`config.mk`:
```
export PLATFORM = sky130hd
export DESIGN_NAME = hsv_to_rgb_converter_top
export DESIGN_NICKNAME = d
export VERILOG_FILES = /design/src/hw/rtl/hsv2rgb_pkg.sv /design/src/hw/rtl/hsv2rgb_cdiv.sv /design/src/hw/rtl/hsv_to_rgb_converter_top.sv
export SDC_FILE = /design/constraint.sdc
export NUM_CORES = 2
export LEC_CHECK = 0
export BUFFER_PORTS_ARGS = -buffer_cell sky130_fd_sc_hd__buf_2
export CORE_MARGIN = 2
export CORE_UTILIZATION = 55
export CTS_CLUSTER_SIZE = 16
export DETAILED_ROUTE_END_ITERATION = 7
export GPL_TIMING_DRIVEN = 0
export PLACE_DENSITY = 0.74
export SETUP_SLACK_MARGIN = 0.02
export SYNTH_ARGS = -nofsm -noshare
export SYNTH_HDL_FRONTEND = slang
export SYNTH_SLANG_ARGS = --single-unit
```
`constraint.sdc`:
```
create_clock -name clk -period 11 [get_ports clk]
set_input_delay 1.1 -clock clk [delete_from_list [all_inputs] [get_ports clk]]
set_output_delay 1.1 -clock clk [all_outputs]
set_load 0.05 [all_outputs]
```
`src/hw/rtl/hsv2rgb_pkg.sv`:
```
// ----------------------------------------------------------------------------
// HSV to RGB converter package
// Field widths, fixed constants and the hue sector codes.
// ----------------------------------------------------------------------------
package hsv2rgb_pkg;

  localparam int HUE_W    = 9;
  localparam int PCT_W    = 7;
  localparam int CH_W     = 8;
  localparam int WGT_W    = 6;
  localparam int PROD_W   = 14;
  localparam int RW_W     = 12;
  localparam int HUE_SPAN = 60;
  localparam int PCT_SQ   = 10000;

  localparam logic [HUE_W-1:0] HUE_MAX = 9'd360;
  localparam logic [PCT_W-1:0] PCT_MAX = 7'd100;

  // Sector of the hue circle, in steps of sixty degrees.
  typedef enum logic [2:0] {
    SEC_R_Y = 3'd0,
    SEC_Y_G = 3'd1,
    SEC_G_C = 3'd2,
    SEC_C_B = 3'd3,
    SEC_B_M = 3'd4,
    SEC_M_R = 3'd5
  } sector_t;

endpackage

```
`src/hw/rtl/hsv2rgb_cdiv.sv`:
```
// ----------------------------------------------------------------------------
// Constant divider
// Three-stage floor(num * 2^PRE / D) by reciprocal multiply and one correction.
// ----------------------------------------------------------------------------
module hsv2rgb_cdiv #(
  parameter int NW  = 14,
  parameter int PRE = 0,
  parameter int D   = 60,
  parameter int QW  = 8
) (
  input  logic                  clk,
  input  logic [2:0]            en,
  input  logic [NW-1:0]         num,
  output logic [QW-1:0]         quo,
  output logic [$clog2(D)-1:0]  rem
);

  localparam int RW   = PRE + NW - $clog2(D) + 1;
  localparam int RMW  = $clog2(2 * D);
  localparam int REMW = $clog2(D);
  localparam int DW   = $clog2(D + 1);
  localparam longint unsigned RVAL = (64'd1 << (PRE + NW)) / D;
  localparam logic [RW-1:0]  RV = RW'(RVAL);
  localparam logic [DW-1:0]  DV = DW'(D);
  localparam logic [RMW-1:0] DR = RMW'(D);

  logic [NW+RW-1:0]  prod;
  logic [NW+RW-1:0]  prod_a;
  logic [NW+PRE-1:0] numf;
  logic [RMW-1:0]    low_a;
  logic [RMW-1:0]    low_b;
  logic [QW-1:0]     qest;
  logic [QW-1:0]     qest_b;
  logic [QW+DW-1:0]  qd;
  logic [RMW-1:0]    qd_b;
  logic [RMW-1:0]    diff;

  // The estimate is low by at most one, so the true remainder of the estimate
  // lies below 2*D and only its low bits need to be formed.
  assign prod = (NW+RW)'(num) * (NW+RW)'(RV);
  assign numf = (NW+PRE)'(num) << PRE;

  always_ff @(posedge clk) begin
    if (en[0]) begin
      prod_a <= prod;
      low_a  <= numf[RMW-1:0];
    end
  end

  assign qest = prod_a[NW +: QW];
  assign qd   = (QW+DW)'(qest) * (QW+DW)'(DV);

  always_ff @(posedge clk) begin
    if (en[1]) begin
      qest_b <= qest;
      qd_b   <= qd[RMW-1:0];
      low_b  <= low_a;
    end
  end

  assign diff = low_b - qd_b;

  always_ff @(posedge clk) begin
    if (en[2]) begin
      if (diff >= DR) begin
        quo <= qest_b + QW'(1);
        rem <= REMW'(diff - DR);
      end else begin
        quo <= qest_b;
        rem <= REMW'(diff);
      end
    end
  end

endmodule

```
`src/hw/rtl/hsv_to_rgb_converter_top.sv`:
```
// ----------------------------------------------------------------------------
// HSV to RGB converter
// Converts hue in degrees and saturation and value in percent to 8-bit RGB.
// A new transaction can be taken on every clock and a result leaves on every
// clock while the output is not stalled. The pipeline is 13 register stages
// deep, the last of them the output register. The depth is set by three
// chained constant dividers (by 10000, by 60 on the chroma, and by 60 on
// the residue product), each three stages deep. Every stage holds its own
// valid bit, so empty stages fill while the output is stalled. Hue codes
// above 360 give black; saturation and value above 100 are taken as 100.
// Internal values are unsigned fixed point with FRAC_BITS fractional bits;
// each channel is scaled by 255 and rounded half up.
// ----------------------------------------------------------------------------
module hsv_to_rgb_converter_top
  import hsv2rgb_pkg::*;
#(
  parameter int FRAC_BITS = 20
) (
  input  logic              clk,
  input  logic              rst,
  input  logic              in_valid,
  output logic              in_ready,
  input  logic [HUE_W-1:0]  hue_degrees,
  input  logic [PCT_W-1:0]  saturation_pct,
  input  logic [PCT_W-1:0]  value_pct,
  output logic              out_valid,
  input  logic              out_ready,
  output logic [CH_W-1:0]   red,
  output logic [CH_W-1:0]   green,
  output logic [CH_W-1:0]   blue
);

  localparam int FB  = FRAC_BITS;
  localparam int NST = 13;
  localparam int QAW = FB - 4;
  localparam logic [FB:0] HALF = (FB+1)'(1) << (FB - 1);

  typedef struct packed {
    logic             black;
    sector_t          sector;
    logic [WGT_W-1:0] w;
    logic [FB:0]      vf;
    logic [FB:0]      m;
    logic [FB:0]      aw;
  } side_t;

  logic [NST-1:0]    vld;
  logic [NST-1:0]    en;
  side_t             side      [NST-1];
  side_t             side_next [NST-1];
  side_t             side_in;

  logic [PCT_W-1:0]  s_cl;
  logic [PCT_W-1:0]  v_cl;
  logic [HUE_W-1:0]  hm;
  logic [WGT_W-1:0]  hue_dist;
  logic [PROD_W-1:0] pc0;
  logic [PROD_W-1:0] pv0;

  logic [FB:0]       c3;
  logic [FB:0]       vf3;
  logic [QAW-1:0]    a6;
  logic [WGT_W-1:0]  r6;
  logic [RW_W-1:0]   rw7;
  logic [WGT_W-1:0]  q10;
  logic [FB:0]       xm11;

  logic [CH_W-1:0]   hi;
  logic [CH_W-1:0]   mid;
  logic [CH_W-1:0]   lo;
  logic [CH_W-1:0]   red_next;
  logic [CH_W-1:0]   green_next;
  logic [CH_W-1:0]   blue_next;

  function automatic logic [CH_W-1:0] rnd(input logic [FB:0] q);
    logic [FB+CH_W:0] t;
    t = {q, {CH_W{1'b0}}} - (FB+CH_W+1)'(q) + (FB+CH_W+1)'(HALF);
    return t[FB+CH_W-1:FB];
  endfunction

  // Stage enables: a stage moves when it is empty or the next one moves.
  always_comb begin
    en[NST-1] = !vld[NST-1] || out_ready;
    for (int i = NST - 2; i >= 0; i--) begin
      en[i] = !vld[i] || en[i+1];
    end
  end

  assign in_ready  = en[0];
  assign out_valid = vld[NST-1];

  always_ff @(posedge clk) begin
    if (rst) begin
      vld <= '0;
    end else begin
      if (en[0]) begin
        vld[0] <= in_valid;
      end
      for (int i = 1; i < NST; i++) begin
        if (en[i]) begin
          vld[i] <= vld[i-1];
        end
      end
    end
  end

  // Input decode: clamp, black flag, sector, and distance from the sector pair center.
  always_comb begin
    s_cl = (saturation_pct > PCT_MAX) ? PCT_MAX : saturation_pct;
    v_cl = (value_pct > PCT_MAX) ? PCT_MAX : value_pct;

    if (hue_degrees >= HUE_MAX) begin
      hm = hue_degrees - HUE_MAX;
    end else if (hue_degrees >= HUE_W'(4 * HUE_SPAN)) begin
      hm = hue_degrees - HUE_W'(4 * HUE_SPAN);
    end else if (hue_degrees >= HUE_W'(2 * HUE_SPAN)) begin
      hm = hue_degrees - HUE_W'(2 * HUE_SPAN);
    end else begin
      hm = hue_degrees;
    end

    if (hm >= HUE_W'(HUE_SPAN)) begin
      hue_dist = WGT_W'(hm - HUE_W'(HUE_SPAN));
    end else begin
      hue_dist = WGT_W'(HUE_W'(HUE_SPAN) - hm);
    end

    side_in        = '0;
    side_in.black  = hue_degrees > HUE_MAX;
    side_in.w      = WGT_W'(HUE_SPAN) - hue_dist;
    if (hue_degrees < HUE_W'(HUE_SPAN)) begin
      side_in.sector = SEC_R_Y;
    end else if (hue_degrees < HUE_W'(2 * HUE_SPAN)) begin
      side_in.sector = SEC_Y_G;
    end else if (hue_degrees < HUE_W'(3 * HUE_SPAN)) begin
      side_in.sector = SEC_G_C;
    end else if (hue_degrees < HUE_W'(4 * HUE_SPAN)) begin
      side_in.sector = SEC_C_B;
    end else if (hue_degrees < HUE_W'(5 * HUE_SPAN)) begin
      side_in.sector = SEC_B_M;
    end else begin
      side_in.sector = SEC_M_R;
    end
  end

  // Side data moves along with the stages; later stages fill fields as their
  // values become known.
  always_comb begin
    side_next[0] = side_in;
    for (int i = 1; i < NST - 1; i++) begin
      side_next[i] = side[i-1];
    end
    side_next[4].vf = vf3;
    side_next[4].m  = vf3 - c3;
    side_next[7].aw = (FB+1)'(a6) * (FB+1)'(side[6].w);
  end

  always_ff @(posedge clk) begin
    if (en[0]) begin
      pc0     <= PROD_W'(s_cl) * PROD_W'(v_cl);
      pv0     <= PROD_W'(v_cl) * PROD_W'(PCT_MAX);
    end
    for (int i = 0; i < NST - 1; i++) begin
      if (en[i]) begin
        side[i] <= side_next[i];
      end
    end
    if (en[7]) begin
      rw7        <= RW_W'(r6) * RW_W'(side[6].w);
    end
    if (en[11]) begin
      xm11 <= side[10].aw + (FB+1)'(q10) + side[10].m;
    end
    if (en[12]) begin
      red   <= red_next;
      green <= green_next;
      blue  <= blue_next;
    end
  end

  // Chroma and value, both as a fraction of 10000 scaled to fixed point.
  hsv2rgb_cdiv #(
    .NW  (PROD_W),
    .PRE (FB),
    .D   (PCT_SQ),
    .QW  (FB + 1)
  ) u_div_c (
    .clk (clk),
    .en  (en[3:1]),
    .num (pc0),
    .quo (c3),
    .rem ()
  );

  hsv2rgb_cdiv #(
    .NW  (PROD_W),
    .PRE (FB),
    .D   (PCT_SQ),
    .QW  (FB + 1)
  ) u_div_v (
    .clk (clk),
    .en  (en[3:1]),
    .num (pv0),
    .quo (vf3),
    .rem ()
  );

  // The secondary component is split as c = 60*a + r, so that
  // floor(c*w/60) = a*w + floor(r*w/60).
  hsv2rgb_cdiv #(
    .NW  (FB + 1),
    .PRE (0),
    .D   (HUE_SPAN),
    .QW  (QAW)
  ) u_div_a (
    .clk (clk),
    .en  (en[6:4]),
    .num (c3),
    .quo (a6),
    .rem (r6)
  );

  hsv2rgb_cdiv #(
    .NW  (RW_W),
    .PRE (0),
    .D   (HUE_SPAN),
    .QW  (WGT_W)
  ) u_div_r (
    .clk (clk),
    .en  (en[10:8]),
    .num (rw7),
    .quo (q10),
    .rem ()
  );

  always_comb begin
    hi  = rnd(side[11].vf);
    mid = rnd(xm11);
    lo  = rnd(side[11].m);
    case (side[11].sector)
      SEC_R_Y: begin red_next = hi;  green_next = mid; blue_next = lo;  end
      SEC_Y_G: begin red_next = mid; green_next = hi;  blue_next = lo;  end
      SEC_G_C: begin red_next = lo;  green_next = hi;  blue_next = mid; end
      SEC_C_B: begin red_next = lo;  green_next = mid; blue_next = hi;  end
      SEC_B_M: begin red_next = mid; green_next = lo;  blue_next = hi;  end
      default: begin red_next = hi;  green_next = lo;  blue_next = mid; end
    endcase
    if (side[11].black) begin
      red_next   = '0;
      green_next = '0;
      blue_next  = '0;
    end
  end

endmodule

```
Word level (Yosys, flattened, before mapping)
Memories as Yosys holds them, arrays and structs flattened.
Cells that the tools add are included.
{"block": "word_totals", "register_bits": 406, "ram_bits": 876, "input_bits": 27, "output_inout_bits": 26, "word_cells": 174, "memories": 1}
{"memory": "side", "words": 12, "word_bits": 73, "read_ports": 12, "rd_ports_with_merged_regs": 0, "write_ports": 12, "line": "hsv_to_rgb_converter_top.sv:49", "source": "side_t side [NST-1];"}
{"block": "op_classes", "addsub": 24, "n_mul": 12, "n_lt_le_gt_ge": 16, "n_eq_ne": 4, "mux": 43, "n_reduce_logical": 33}
{"cell": "adder 28 x 20 -> 28 bit, second input constant", "count": 3}
{"cell": "subtractor 28 x 21 -> 28 bit", "count": 3}
{"cell": "one-hot mux 8 bit (2 select lines)", "count": 3}
{"cell": "adder 21 x 1 -> 21 bit, second input constant", "count": 2}
{"cell": "multiplier 21 x 10 -> 11 bit, second input constant", "count": 2}
{"cell": "two-way mux 21 bit", "count": 2}
{"cell": "multiplier 14 x 20 -> 34 bit, second input constant", "count": 1}
{"cell": "multiplier 21 x 13 -> 34 bit, second input constant", "count": 1}
{"cell": "multiplier 12 x 20 -> 32 bit, second input constant", "count": 1}
{"cell": "greater-or-equal comparator 15 x 14 -> 1 bit, second input constant", "count": 2}
{"cell": "subtractor 1 x 15 -> 15 bit, first input constant", "count": 2}
{"cell": "two-way mux 9 bit", "count": 3}
{"cell": "two-way mux 1 bit", "count": 25}
{"cell": "adder 21 bit", "count": 1}
{"cell": "adder 21 x 6 -> 21 bit", "count": 1}
{"cell": "multiplier 16 x 6 -> 21 bit", "count": 1}
{"cell": "subtractor 21 bit", "count": 1}
{"cell": "less-than comparator 9 x 8 -> 1 bit, second input constant", "count": 2}
{"cell": "two-way mux 6 bit", "count": 3}
{"cell": "adder 16 x 1 -> 16 bit, second input constant", "count": 1}
{"cell": "multiplier 12 x 5 -> 16 bit, second input constant", "count": 1}
{"cell": "multiplier 16 x 4 -> 5 bit, second input constant", "count": 1}
{"cell": "two-way mux 16 bit", "count": 1}
{"cell": "greater-or-equal comparator 7 x 6 -> 1 bit, second input constant", "count": 2}
{"cell": "29 further kinds", "count": 67}

Longest topological paths before layout
{"block": "logic_depth", "word_depth": 16, "mapped_depth": 24}

Modules after synthesis
From an unflattened synthesis, not the netlist that was laid out.
{"block": "unflattened", "cells_unflattened": 4200, "area_unflattened_um2": 54264.5}
{"module": "hsv_to_rgb_converter_top", "instances": 1, "cells_per_inst": 2121, "area_each_um2": 29782.3}
{"module": "hsv2rgb_cdiv (u_div_c)", "instances": 1, "cells_per_inst": 735, "area_each_um2": 8446.9}
{"module": "hsv2rgb_cdiv (u_div_v)", "instances": 1, "cells_per_inst": 731, "area_each_um2": 8400.6}
{"module": "hsv2rgb_cdiv (u_div_a)", "instances": 1, "cells_per_inst": 466, "area_each_um2": 5474.0}
{"module": "hsv2rgb_cdiv (u_div_r)", "instances": 1, "cells_per_inst": 147, "area_each_um2": 2160.8}

Worst setup path before layout
Ideal clock, no wire load.
{"block": "synth_path", "path_type": "input port to output port", "start": "input out_ready", "end": "output in_ready", "t_arrival_ns": 7.854, "t_required_ns": 9.900, "setup_slack_ns": 2.046, "path_stages": 8, "path_cell_list": "nor2b_1 > inv_1 > nor2_1 > and2_1 > nand3_1 > nor2_1 > nand4_1 > or2_2"}
{"block": "synth_via", "elab_chain_len": 13}
{"item": "start, declared", "line": "hsv_to_rgb_converter_top.sv:27", "source": "input logic out_ready,"}
{"item": "logical OR 1 bit", "line": "hsv_to_rgb_converter_top.sv:83", "source": "en[NST-1] = !vld[NST-1] || out_ready;"}
{"item": "named net en[12]", "line": "hsv_to_rgb_converter_top.sv:48", "source": "logic [NST-1:0] en;"}
{"item": "logical OR 1 bit (7 in a row)", "line": "hsv_to_rgb_converter_top.sv:85", "source": "en[i] = !vld[i] || en[i+1];"}
{"item": "named net en[5]", "line": "hsv_to_rgb_converter_top.sv:48"}
{"item": "logical OR 1 bit (4 in a row)", "line": "hsv_to_rgb_converter_top.sv:85"}
{"item": "named net en[1]", "line": "hsv_to_rgb_converter_top.sv:48"}
{"item": "logical OR 1 bit", "line": "hsv_to_rgb_converter_top.sv:85"}
{"item": "end, declared", "line": "hsv_to_rgb_converter_top.sv:22", "source": "output logic in_ready,"}
The timed path passes the listed nets, and every way through them passes these cells.

Worst setup path in the final report
Ends and elaborated chain as after synthesis.

==> results.sh <==
export IMPL_status="finished clean"
export IMPL_worstMarginPinSlew_ns=1.08
export IMPL_dr_pass1_iters=5
export IMPL_max_freq_mhz=149
export IMPL_syn_inst=3883
export IMPL_cts_sinks=850
export IMPL_clockBufferDepth=3
export IMPL_placed_area_sq_um=52900
export IMPL_wl_per_cell_um=16.4
export IMPL_coreArea_sq_um=91700
export IMPL_synth_edf_count=837
export IMPL_dp_hpwl_mm=67.1
export IMPL_initial_core_util_pct=55.4
export IMPL_fill_cells=7004
export IMPL_yosys_warnings=0
export IMPL_grt_pass1_wl_mm=144
export IMPL_cts_root_buf="clkbuf_16"
export IMPL_ys_types=75
export IMPL_async_flop_share_pct=0
export IMPL_rows=111
export IMPL_track_usage_pct=19.0
export IMPL_worstPathRequired_ns=9.90
export IMPL_grt_pass1_vias=28900
export IMPL_cap_violations=0
export IMPL_finClkSkew_ns=0.0395
export IMPL_fin_util_pct=60.6
export IMPL_rsz0062_at_grt="no"
export IMPL_yosys_most_used_dff="edfxtp_1"
export IMPL_netlist_area_sq_um=50800
export IMPL_grt_antenna_before_repair=0
export IMPL_syn_to_final_growth_pct=9.34
export IMPL_finalWeightedCongestion=0.932
export IMPL_die_area_sq_um=94900
export IMPL_final_nets=5001
export IMPL_drtIter0Drc=1224
export IMPL_clkTransAtPathRegs_ns=0.06
export IMPL_io_buffers=52
export IMPL_fin_crit_ns=6.70
export IMPL_cts_tree="yes"
export IMPL_cp_max_fo=38
export IMPL_chipHeight_um=308
export IMPL_stdcell_area_sq_um=55600
export IMPL_post_cts_resized=0
export IMPL_vias=28000
export IMPL_critPathArrivalTime_ns=5.60
export IMPL_clk_insertion_delay_late_ns=0.66
export IMPL_overflow=0
export IMPL_io_pins=53
export IMPL_period_share_pct=60.9
export IMPL_critPathLaunchType="input port"
export IMPL_postCtsSetupRepairBufs=0
export IMPL_finalHoldViolCount=0
export IMPL_routed_wl_mm=86.4
export IMPL_synth_area_per_cell_sq_um=13.1
export IMPL_diodes=0
export IMPL_h_tree_depth=3
export IMPL_grt_max_degree=79
export IMPL_end_kind="primary output"
export IMPL_setup_violations=0
export IMPL_ys_seq_elements=850
export IMPL_hp_class="reg2reg"
export IMPL_slew_violations=0
export IMPL_drc=0
export IMPL_relSlewSlack_pct=28.3
export IMPL_crit_type="in2out"
export IMPL_drive_gt1_share_pct=5.59
export IMPL_die_w_um=308
export IMPL_setup_tns_ns=0
export IMPL_postCtsHoldBufs=0
export IMPL_vias_per_cell=5.30
export IMPL_ant_nets=0
export IMPL_cts_buffers=83
export IMPL_ys_seq_area_share_pct=50.0
export IMPL_synth_nets=4853
## synth_stat cells (all sizes together), types with 4 or more instances
| library cell | number | area share (%) |
|---|---|---|
| a211o | 4 | 0.069 |
| a211oi | 23 | 0.34 |
| a21o | 48 | 0.71 |
| a21oi | 136 | 1.3 |
| a221oi | 7 | 0.16 |
| a22oi | 7 | 0.10 |
| a311oi | 7 | 0.12 |
| a31oi | 14 | 0.17 |
| a41o | 4 | 0.079 |
| and2 | 58 | 0.71 |
| and3 | 21 | 0.26 |
| and4 | 4 | 0.069 |
| clkbuf | 33 | 0.24 |
| dfxtp | 13 | 0.51 |
| edfxtp | 837 | 49 |
| fa | 310 | 12 |
| ha | 633 | 16 |
| inv | 598 | 4.4 |
| mux2 | 7 | 0.16 |
| mux2i | 9 | 0.18 |
| nand2 | 198 | 1.5 |
| nand2b | 19 | 0.23 |
| nand3 | 47 | 0.51 |
| nand4 | 23 | 0.28 |
| nor2 | 220 | 1.6 |
| nor2b | 30 | 0.37 |
| nor3 | 56 | 0.56 |
| nor4 | 7 | 0.086 |
| o211ai | 10 | 0.15 |
| o21a | 28 | 0.41 |
| o21ai | 61 | 0.60 |
| o21bai | 28 | 0.42 |
| o221ai | 6 | 0.10 |
| o22ai | 9 | 0.11 |
| o31ai | 6 | 0.089 |
| o41a | 6 | 0.13 |
| or2 | 11 | 0.14 |
| or3 | 16 | 0.20 |
| or4 | 6 | 0.089 |
| xnor2 | 198 | 3.4 |
| xor2 | 81 | 1.4 |
## metal layers
| layer | part of all wire (%) | GRT usage (%) | vias to the layer above | wire length (um) |
|---|---|---|---|---|
| li1 | - | - | 13800 | - |
| met1 | 41 | 23.3 | 13500 | 35800 |
| met2 | 51 | 33.9 | 512 | 43700 |
| met3 | 3.8 | 2.43 | 185 | 3260 |
| met4 | 4.2 | 8.22 | 0 | 3640 |
| met5 | 0 | 0 | - | 0 |
## metrics by stage
step / cells / hold slack [ns] / setup WS [ns]
after detailed placement: 5132 / 0.405 / 4.22
after global placement: 5121 / 0.401 / -0.776
after floorplan: 3883 / 0.400 / 2.05
final: 5284 / 0.403 / 4.30
after global routing: 5284 / 0.407 / 3.87
after CTS: 5284 / 0.398 / 4.22
## final timing paths
path | start | endpoint | slack (ns) | cells past startpoint
setup reg to reg | pc0[2]$_DFFE_PP_ | u_div_c.prod_a[34]$_DFFE_PP_ | 4.53 | 20
hold reg to reg | side[5][52]$_DFFE_PP_ | side[6][52]$_DFFE_PP_ | 0.40 | 0
setup / recovery | out_ready | in_ready | 4.30 | 10
hold / removal | side[5][52]$_DFFE_PP_ | side[6][52]$_DFFE_PP_ | 0.40 | 0
## cells in the final DEF (no fill, tap or decap), types with 48 or more instances in the layout
cell type  instances
clkbuf_16         83
buf_2             53
nand2_1          194
xor2_1            81
a21o_1            48
ha_1             633
edfxtp_1         837
nor2_1           219
inv_1            594
a21oi_1          136
and2_1            57
xnor2_1          198
nor3_1            55
o21ai_0           59
fa_1             310
## critical path, stage by stage
cell and delay [ns]:
buf_2 0.10, nor2b_1 0.31, inv_1 0.53, nor2_1 0.44
and2_1 0.41, nand3_4 0.26, nor2_1 0.55, nand4_1 0.60
or2_2 0.87, buf_2 0.39
## cells by family (layout without fill, tap and decap cells)
kind of cell	after synthesis	after routing	synth area share [%]
compound gates	433	433	5.62
xor+xnor	279	279	4.81
fa+ha+maj	943	943	27.8
buf+inv	633	848	4.68
flops	850	850	50.0
mux	16	16	0.332
simple gates	729	729	6.81
## final cells by class
type | count | area [sq um] | share of cell area, %
buffer | 35 | 133 | 0.239
clock buffer | 94 | 2120 | 3.81
clock inverter | 58 | 591 | 1.06
inverter | 598 | 2250 | 4.05
multi-input combinational | 2400 | 23100 | 41.6
sequential | 850 | 25400 | 45.7
tap | 1186 | 1480 | 2.67
timing repair buffer | 63 | 503 | 0.905
## state kept, by name, summed over array words and instances, names as in the netlist, 12 cells and up
name            count
u_div_a.prod_a     16
pv0                12
pc0                14
u_div_a.quo        16
xm11               21
u_div_v.quo        21
vld                13
u_div_c.qest_b     21
side              510
rw7                12
u_div_a.qest_b     16
u_div_c.prod_a     21
u_div_v.qest_b     21
u_div_v.prod_a     21
u_div_c.quo        21
Power is left out: the tool's default activity adds up to more than one toggle a clock period on the data nets, which glitch-free logic cannot reach.
